## config.mk

```make
export PLATFORM = sky130hd
export DESIGN_NAME = snlp_queue
export DESIGN_NICKNAME = d
export VERILOG_FILES = /design/src/rtl/snlp_pkg.sv /design/src/rtl/snlp_queue.sv
export SDC_FILE = /design/constraint.sdc
export NUM_CORES = 1
export LEC_CHECK = 0
export BUFFER_PORTS_ARGS = -buffer_cell sky130_fd_sc_hd__buf_2
export CAP_MARGIN = 20
export CORE_MARGIN = 2
export CORE_UTILIZATION = 50
export CTS_BUF_LIST = sky130_fd_sc_hd__clkbuf_16
export CTS_CLUSTER_DIAMETER = 60
export CTS_CLUSTER_SIZE = 10
export DETAILED_ROUTE_END_ITERATION = 10
export PLACE_DENSITY = 0.77
export SLEW_MARGIN = 20
export SYNTH_ARGS = -nofsm -noshare
export SYNTH_HDL_FRONTEND = slang
export SYNTH_SLANG_ARGS = --single-unit
```

## constraint.sdc

```tcl
create_clock -name i_clk -period 9.5 [get_ports i_clk]
set_input_delay 2.375 -clock i_clk [delete_from_list [all_inputs] [get_ports i_clk]]
set_output_delay 2.375 -clock i_clk [all_outputs]
set_load 0.02 [all_outputs]
```

## src/rtl/snlp_pkg.sv

```systemverilog
// Shared types, widths and register codes for the segment nearest point block.
`default_nettype none
package snlp_pkg;

    // Field widths fixed by the coordinate and time formats.
    localparam int COORD_W = 24;
    localparam int WIDTH_W = 24;
    localparam int TIME_W  = 32;
    localparam int DIST_W  = 24;
    localparam int DIFF_W  = COORD_W + 1;
    localparam int BOX_W   = COORD_W + 3;
    localparam int PROD_W  = 2 * DIFF_W;
    localparam int DEN_W   = PROD_W + 1;
    localparam int DX_W    = COORD_W + 3;
    localparam int SQ_W    = 2 * DX_W;
    localparam int ROOT_W  = SQ_W / 2;
    localparam int SREM_W  = ROOT_W + 2;
    localparam int IN_W    = 2 * COORD_W;

    // Defaults for the module parameters.
    localparam int COORD_FRAC_BITS_DEF = 8;
    localparam int FRACTION_BITS_DEF   = 16;

    // Configuration register indexes.
    localparam int CFG_IDX_W  = 3;
    localparam int CFG_DATA_W = TIME_W;
    localparam logic [CFG_IDX_W-1:0] CFG_START_X     = 3'd0;
    localparam logic [CFG_IDX_W-1:0] CFG_START_Y     = 3'd1;
    localparam logic [CFG_IDX_W-1:0] CFG_END_X       = 3'd2;
    localparam logic [CFG_IDX_W-1:0] CFG_END_Y       = 3'd3;
    localparam logic [CFG_IDX_W-1:0] CFG_START_WIDTH = 3'd4;
    localparam logic [CFG_IDX_W-1:0] CFG_END_WIDTH   = 3'd5;
    localparam logic [CFG_IDX_W-1:0] CFG_START_TIME  = 3'd6;
    localparam logic [CFG_IDX_W-1:0] CFG_END_TIME    = 3'd7;

    // Which part of the segment is nearest.
    typedef enum logic [1:0] {
        REG_START    = 2'd0,
        REG_END      = 2'd1,
        REG_INTERIOR = 2'd2
    } t_region;

    // Segment configuration as held in registers.
    typedef struct packed {
        logic signed [COORD_W-1:0] start_x;
        logic signed [COORD_W-1:0] start_y;
        logic signed [COORD_W-1:0] end_x;
        logic signed [COORD_W-1:0] end_y;
        logic [WIDTH_W-1:0]        start_width;
        logic [WIDTH_W-1:0]        end_width;
        logic signed [TIME_W-1:0]  start_time;
        logic signed [TIME_W-1:0]  end_time;
    } t_cfg;

    // Classified point handed from the front to the back.
    typedef struct packed {
        logic                      in_box;
        t_region                   region;
        logic signed [DEN_W-1:0]   proj;
        logic [DEN_W-1:0]          den;
        logic signed [DIFF_W-1:0]  qx;
        logic signed [DIFF_W-1:0]  qy;
    } t_item;

endpackage
`default_nettype wire

```

## src/rtl/snlp_queue.sv

```systemverilog
// Two-entry queue between the front and the back part.
`default_nettype none
module snlp_queue (
    input  wire logic            i_clk,
    input  wire logic            i_rst_n,
    input  wire logic            i_valid,
    output logic                 o_ready,
    input  wire snlp_pkg::t_item i_item,
    output logic                 o_valid,
    input  wire logic            i_ready,
    output snlp_pkg::t_item      o_item
);
    import snlp_pkg::*;

    t_item       r_mem [2];
    logic        r_wr, r_rd;
    logic [1:0]  r_count;
    logic        push, pop;

    assign o_ready = (r_count != 2'd2);
    assign o_valid = (r_count != 2'd0);
    assign push    = i_valid && o_ready;
    assign pop     = i_ready && o_valid;
    assign o_item  = r_mem[r_rd];

    // Pointers and fill count.
    always_ff @(posedge i_clk) begin
        if (!i_rst_n) begin
            r_wr    <= 1'b0;
            r_rd    <= 1'b0;
            r_count <= 2'd0;
        end else begin
            if (push) begin
                r_wr <= !r_wr;
            end
            if (pop) begin
                r_rd <= !r_rd;
            end
            r_count <= r_count + 2'(push) - 2'(pop);
        end
    end

    // Storage.
    always_ff @(posedge i_clk) begin
        if (push) begin
            r_mem[r_wr] <= i_item;
        end
    end

endmodule
`default_nettype wire

```

**Word level (Yosys, flattened, before mapping)**

Memories as Yosys holds them, arrays and structs flattened. A register that Yosys moved wholly into a read port is not among the register bits.
Cells that the tools add are included.

- Bits in registers: 4
- RAM bits: 310
- Bits of input ports: 159
- Logic and storage cells: 16
- Memories: 1

Memories:

| memory | depth | width | rd ports | clocked after memory_dff | write ports | RTL line | text |
|---|---|---|---|---|---|---|---|
| r_mem | 2 | 155 | 1 | 1 | 1 | snlp_queue.sv:15 | `t_item r_mem [2];` |

- Add/subtract/negate cells: 2
- Equal/unequal tests: 1
- Mux-type cells: 4
- Reductions and logical operators: 5

Operators with widths:

| kind | count |
|---|---|
| 1-bit two-way mux | 4 |
| 2-bit by 1-bit adder with 2-bit output | 1 |
| 1-bit logical AND | 2 |
| 1-bit logical NOT | 2 |
| 2-bit != test (second input constant) | 1 |
| 2-bit nonzero test | 1 |
| 2-bit by 1-bit subtractor with 2-bit output | 1 |

**Longest topological paths before layout**

Gate-level depths: netlist of the first run.

- Word-level depth: 4
- Gate-level depth with buffers: 6

**Least setup slack after synthesis of the first run**

Ideal clock, no wire load.

- Path type: input port to flip-flop
- Start point: in i_valid
- End point: mem r_mem[1][0] (netlist name), enable pin
- Arrival: 5.980 ns
- Path slack: 2.985 ns
- Cell stages on the path: 1
- Buffers on the path: 0
- Cell sequence: and3_1

- Longest elaborated chain between the ends: 3

RTL lines:

| element | RTL line | text |
|---|---|---|
| start: declaration | snlp_queue.sv:6 | `input wire logic i_valid,` |
| 1-bit logical AND | snlp_queue.sv:22 | `assign push = i_valid && o_ready;` |
| 1-bit two-way mux | snlp_queue.sv:45 | `if (push) begin` |
| 1-bit two-way mux (implied by the code) | snlp_queue.sv:46 | `r_mem[r_wr] <= i_item;` |
| end: declaration | snlp_queue.sv:15 |  |

Every way passes these cells.

==> impl_metrics.tcl, run 1 <==
set metrics [dict create \
    outcome "finished clean" \
    syn2layout_area_growth_pct 25.5 \
    nNetsFinal 1014 \
    place.port_buffers 315 \
    peakVddDrop_uv 190 \
    root_buffer "clkbuf_16" \
    leakage_uw 0.00544 \
    die-area_um2 24100 \
    grt_overflow 0 \
    seq_area_frac_synth 0.821 \
    viasPerCell 5.11 \
    post-route-period-util 0.515 \
    r2r-start "r_count[0]$_SDFF_PN0_" \
    die_w_um 155 \
    slowest_stage "buf_4" \
    cp.required_ps 7130 \
    grt_pass1_wl_um 32200 \
    cts_tree "yes" \
    num_rows 55 \
    min_period_ps 4890 \
    path_class "flip-flop to output port" \
    cp_slowest_stage_delay_ps 750 \
    max-cap-violations 0 \
    cts_made_buffers 37 \
    ys_top_cells_by_area "edfxtp_1 81%, mux2_2 8.9%, mux2_1 6.3%" \
    synth-async-reset-ratio 0 \
    clkTransAtPathRegs_ps 50 \
    drt-total-wl_um 21800 \
    place.gp.congestion 0.728 \
    synth.cell_area_um2 11500 \
    synth_fp_nets 672 \
    grt_use_total 0.174 \
    whs_endpoint "r_rd$_SDFFE_PN0P_" \
    crit_path_end_kind "output port" \
    worstReg2RegEnd "r_mem[0][34]$_DFFE_PP_" \
    antenna_found_initial 4 \
    relSlewSlack 0.346 \
    worst_slew_pin_slew_ps 981 \
    wire_per_inst_um 18.8 \
    fin_tns_setup_ps 0 \
    drt_iter0_drc 329 \
    dp_hpwl_um 13900 \
    cts_hold_buf 0 \
    start_util 0.508 \
    yosys.cell_count.top_type "edfxtp_1" \
    arrival_ps 2510 \
    ff2ff_setup_slack_ps 6920 \
    hold_viol 0 \
    drtPass1Iterations 4 \
    nFillCells 1633 \
    min_from "r_rd$_SDFFE_PN0P_" \
    clock.fmax_mhz 205 \
    syn_inst 512 \
    ant_nets 0 \
    fin_skew_ps 20.7 \
    drc 0 \
    grt_pass1_vias 6230 \
    slew_viol_final 0 \
    post_cts_buffers 0 \
    synthFlopType "edfxtp_1" \
    synth_area_leader_cell "edfxtp_1" \
    grt_start_max_net_pins 82 \
    htree_levels 2 \
    setup_viol 0 \
    drive_above_1_share 0.526 \
    worst_r2r_path_depth 4 \
    yosysTopAreaCellShare 0.812 \
    power_density_nw_per_um2 261 \
    clockBufferDepth 3 \
    rsz0062_at_grt "false" \
    clk_latency_ps 500 \
    vias 5920 \
    ios 316 \
    fp.dieH_um 155 \
    syn_avg_cell_area_um2 22.4 \
    clock-sinks 315 \
    worst-path-buf-inv 2 \
    synth_edf_count 310 \
    ys_ff_latch 315 \
    ys_warn_count 0 \
    whs_path_depth 2 \
    core_um2 22600 \
    cts_resized 0 \
    path_cells "buf_4 > mux2_1 > buf_2" \
    startpoint_type "flip-flop" \
    synth_common_cells "310 x edfxtp_1, 91 x mux2_2, 64 x mux2_1" \
    whs_ps 514 \
    path_max_fanout 67 \
    yosysUniqueCellTypes 26 \
    crit_family "buffers and inverters" \
    hp-class "flip-flop to flip-flop" \
]
==> worst max-delay path by stage <==
stage | to | startpoint | cells after the start | slack, ps
after floorplan | r_mem[1][0]$_DFFE_PP_ | i_valid | 1 | 2990
after global placement | r_mem[0][40]$_DFFE_PP_ | i_valid | 4 | 4740
after detailed placement | r_mem[0][27]$_DFFE_PP_ | i_valid | 4 | 4710
after CTS | o_item[22] | flip-flop | 3 | 4570
after global routing | o_item[22] | flip-flop | 3 | 4460
final | o_item[22] | flip-flop | 3 | 4610
==> state kept, by name, summed over array words and instances, names as in the netlist, named ones only <==
name and flops:
r_mem 310, r_count 2, r_rd 1, r_wr 1
==> layout make-up <==
type,instances,area (um^2),area share
Antenna cell,3,7.51,0.000522
Sequential cell,315,9410,0.654
Timing Repair Buffer,320,1620,0.112
Inverter,2,12.5,0.000870
Multi-Input combinational cell,178,1910,0.133
Clock buffer,39,976,0.0678
Tap cell,285,357,0.0248
Clock inverter,17,95.1,0.00661
==> cell usage in the layout, fill, tap and decap left out, types with 3 or more instances in the layout <==
cell type  Yosys  layout
nor2_1         4       4
edfxtp_1     310     310
mux2_1        64      64
dfxtp_1        5       4
clkbuf_16      0      39
buf_2          2     315
inv_1          2      16
mux2_2        91      91
buf_4         10       4
diode_2        0       3
==> kinds of logic (layout without fill, tap and decap cells) <==
kind of cell / after synthesis / count (layout) / synth area share
flip-flops: 315 / 315 / 0.821
multiplexers: 155 / 155 / 0.152
buffers and inverters: 19 / 378 / 0.0130
AND/OR/NAND/NOR: 15 / 15 / 0.00797
AO/OA/AOI/OAI: 6 / 6 / 0.00382
adder cells (fa/ha/maj): 1 / 1 / 0.00109
XOR/XNOR: 1 / 1 / 0.000764
other: 0 / 3 / 0
==> power by group <==
group | internal, uW | switching (uW)
Combinational | 298 | 488
Clock | 755 | 488
Sequential | 1690 | 42.0
Total | 2740 | 1020
==> stage by stage <==
| step | power [uW] | instances | utilization | setup slack [ps] | area, um^2 |
|---|---|---|---|---|---|
| floorplan | 2320 | 512 | - | 2990 | 11500 |
| global placement | 2540 | 1100 | 0.589 | 4740 | 13300 |
| detailed placement | 2550 | 1100 | 0.589 | 4710 | 13300 |
| CTS | 3810 | 1156 | 0.637 | 4570 | 14400 |
| global route | 3910 | 1159 | 0.637 | 4460 | 14400 |
| finish | 3760 | 1159 | 0.637 | 4610 | 14400 |
==> metal layers <==
metal  share of wire  global-route usage  vias to the layer above  wire length (um)
li1                -                   -                     2733                 -
met1            0.37               0.192                     2870              8130
met2            0.50               0.302                      252             11000
met3           0.087              0.0596                       63              1890
met4           0.039              0.0821                        2               842
met5         0.00060                   0                        -                13
==> worst reg2reg max path: cells and delay by family (launching register included) <==
kind | cells | cell delay, ps
buffers and inverters | 2 | 1290
DFF | 1 | 420
and+or+nand+nor | 2 | 400
No activity file was read; power rests on OpenSTA's default activity.
==> inputs of run 2 (changes only) <==
==> constraint.sdc (replaced) <==
create_clock -name i_clk -period 5.1 [get_ports i_clk]
set_input_delay 1.275 -clock i_clk [delete_from_list [all_inputs] [get_ports i_clk]]
set_output_delay 1.275 -clock i_clk [all_outputs]
set_load 0.02 [all_outputs]
==> impl_metrics.tcl, run 2 (synthesis results as in run 1) <==
set metrics [dict create \
    path_max_fanout 78 \
    p_clk_frac 0.322 \
    grt_pass1_vias 6294 \
    final_cell_mix "315 x buf_2, 310 x edfxtp_1, 91 x mux2_2, 64 x mux2_1, 39 x clkbuf_16" \
    cp.required_ps 3830 \
    cts_hold_buf 0 \
    pwr-share-seq 0.469 \
    drive_above_1_share 0.531 \
    arrival_ps 2440 \
    grt_overflow 0 \
    grt_use_total 0.177 \
    whs_path_depth 2 \
    core_um2 22600 \
    ant_nets 0 \
    viasPerCell 5.17 \
    sw_frac_of_total 0.270 \
    drt_iter0_drc 242 \
    clk_latency_ps 490 \
    fp.dieH_um 155 \
    worst_r2r_path_depth 4 \
    ios 316 \
    place.gp.congestion 0.834 \
    drc 0 \
    grt_start_max_net_pins 87 \
    root_buffer "clkbuf_16" \
    power_density_nw_per_um2 482 \
    placed_area_um2 13400 \
    antenna_found_initial 10 \
    post_cts_buffers 0 \
    largest-register "r_mem" \
    die-area_um2 24100 \
    drtPass1Iterations 4 \
    cts_tree "yes" \
    startpoint_type "flip-flop" \
    hold_viol 0 \
    pwr-share-comb 0.209 \
    nFillCells 1604 \
    seq_area_um2 9410 \
    crit_path_end_kind "output port" \
    max-cap-violations 0 \
    drt-total-wl_um 22400 \
    clock.fmax_mhz 269 \
    place.port_buffers 315 \
    setup_viol 0 \
    clock-sinks 315 \
    worst_slew_pin_slew_ps 846 \
    cp_slowest_stage_delay_ps 790 \
    htree_levels 2 \
    reg_top3 "r_mem: 310 flops, r_count: 2 flops" \
    rsz0062_at_grt "false" \
    clockBufferDepth 3 \
    syn2layout_area_growth_pct 25.6 \
    leakage_uw 0.00541 \
    final_common_cell "buf_2" \
    start_util 0.508 \
    path_cells "buf_12 > mux2_1 > buf_2" \
    dp_hpwl_um 14700 \
    grt_pass1_wl_um 32700 \
    clkTransAtPathRegs_ps 60 \
    ff2ff_setup_slack_ps 2770 \
    die_w_um 155 \
    cts_made_buffers 37 \
    fin_tns_setup_ps 0 \
    fin_area_um2 14400 \
    nNetsFinal 1016 \
    peakVddDrop_uv 407 \
    slowest_stage "dfxtp_4" \
    min_period_ps 3710 \
    relSlewSlack 0.436 \
    num_rows 55 \
    cts_resized 0 \
    path_class "flip-flop to output port" \
    slew_viol_final 0 \
    switchingPower_uw 1880 \
    vias 5994 \
    outcome "finished clean" \
    wire_per_inst_um 19.3 \
    post-route-period-util 0.728 \
    multi_input_area_um2 1910 \
    largest_reg_flops 310 \
    internal-power_uw 5060 \
    hp-class "flip-flop to flip-flop" \
    fin_skew_ps 11.8 \
]
-- run 2: changes by cell type in the layout (fill, tap and decap cells not counted), sizes merged --
| cell | change |
|---|---|
| diode | +5 |
| bufinv | -1 |
| buf | +2 |
| clkinvlp | +1 |
| inv | -7 |
-- run 2: worst max-delay path: cells and delay by family, from the launching register on --
| family | cells | cell delay (ps) |
|---|---|---|
| DFF | 1 | 790 |
| buffers and inverters | 2 | 580 |
| muxes | 1 | 430 |
-- run 2: area by class of cell --
cell class                 instances  share of cell area
sequential                       315               0.654
multi-input combinational        178               0.132
timing repair buffer             322               0.116
clock buffer                      39              0.0678
tap                              285              0.0248
clock inverter                    10             0.00322
antenna                            8             0.00139
inverter                           2            0.000869
-- run 2: worst paths after layout --
path,end,from
max,o_item[36],flip-flop
min,flip-flop,r_rd$_SDFFE_PN0P_
max reg2reg,r_mem[0][123]$_DFFE_PP_,r_count[0]$_SDFF_PN0_
min reg2reg,flip-flop,r_rd$_SDFFE_PN0P_
-- run 2: power by group through the flow --
stage	Clock, uW	Sequential, uW	Combinational (uW)
2_1_floorplan	0	3260	1040
3_3_place_gp	0	3290	1450
3_5_place_dp	0	3310	1460
4_1_cts	2290	3260	1470
5_1_grt	2390	3280	1540
6_report	2240	3250	1450
-- run 2: metrics by stage --
step / cells / util / hold WS, ps / total power (uW) / setup WS (ps)
global placement: 1102 / 0.592 / 485 / 4740 / 1910
finish: 1159 / 0.638 / 529 / 6940 / 1390
CTS: 1151 / 0.637 / 549 / 7020 / 1350
detailed placement: 1102 / 0.592 / 534 / 4770 / 1900
floorplan: 512 / - / 472 / 4310 / 222
global route: 1158 / 0.638 / 562 / 7210 / 1260
-- run 2: per-layer routing --
metal  global-route usage  vias up  share of wire
met2                0.306      247           0.51
met5                    0        -              0
met4               0.0778        0          0.032
met1                0.201     2947           0.38
met3               0.0588       56          0.077
li1                     -     2744              -
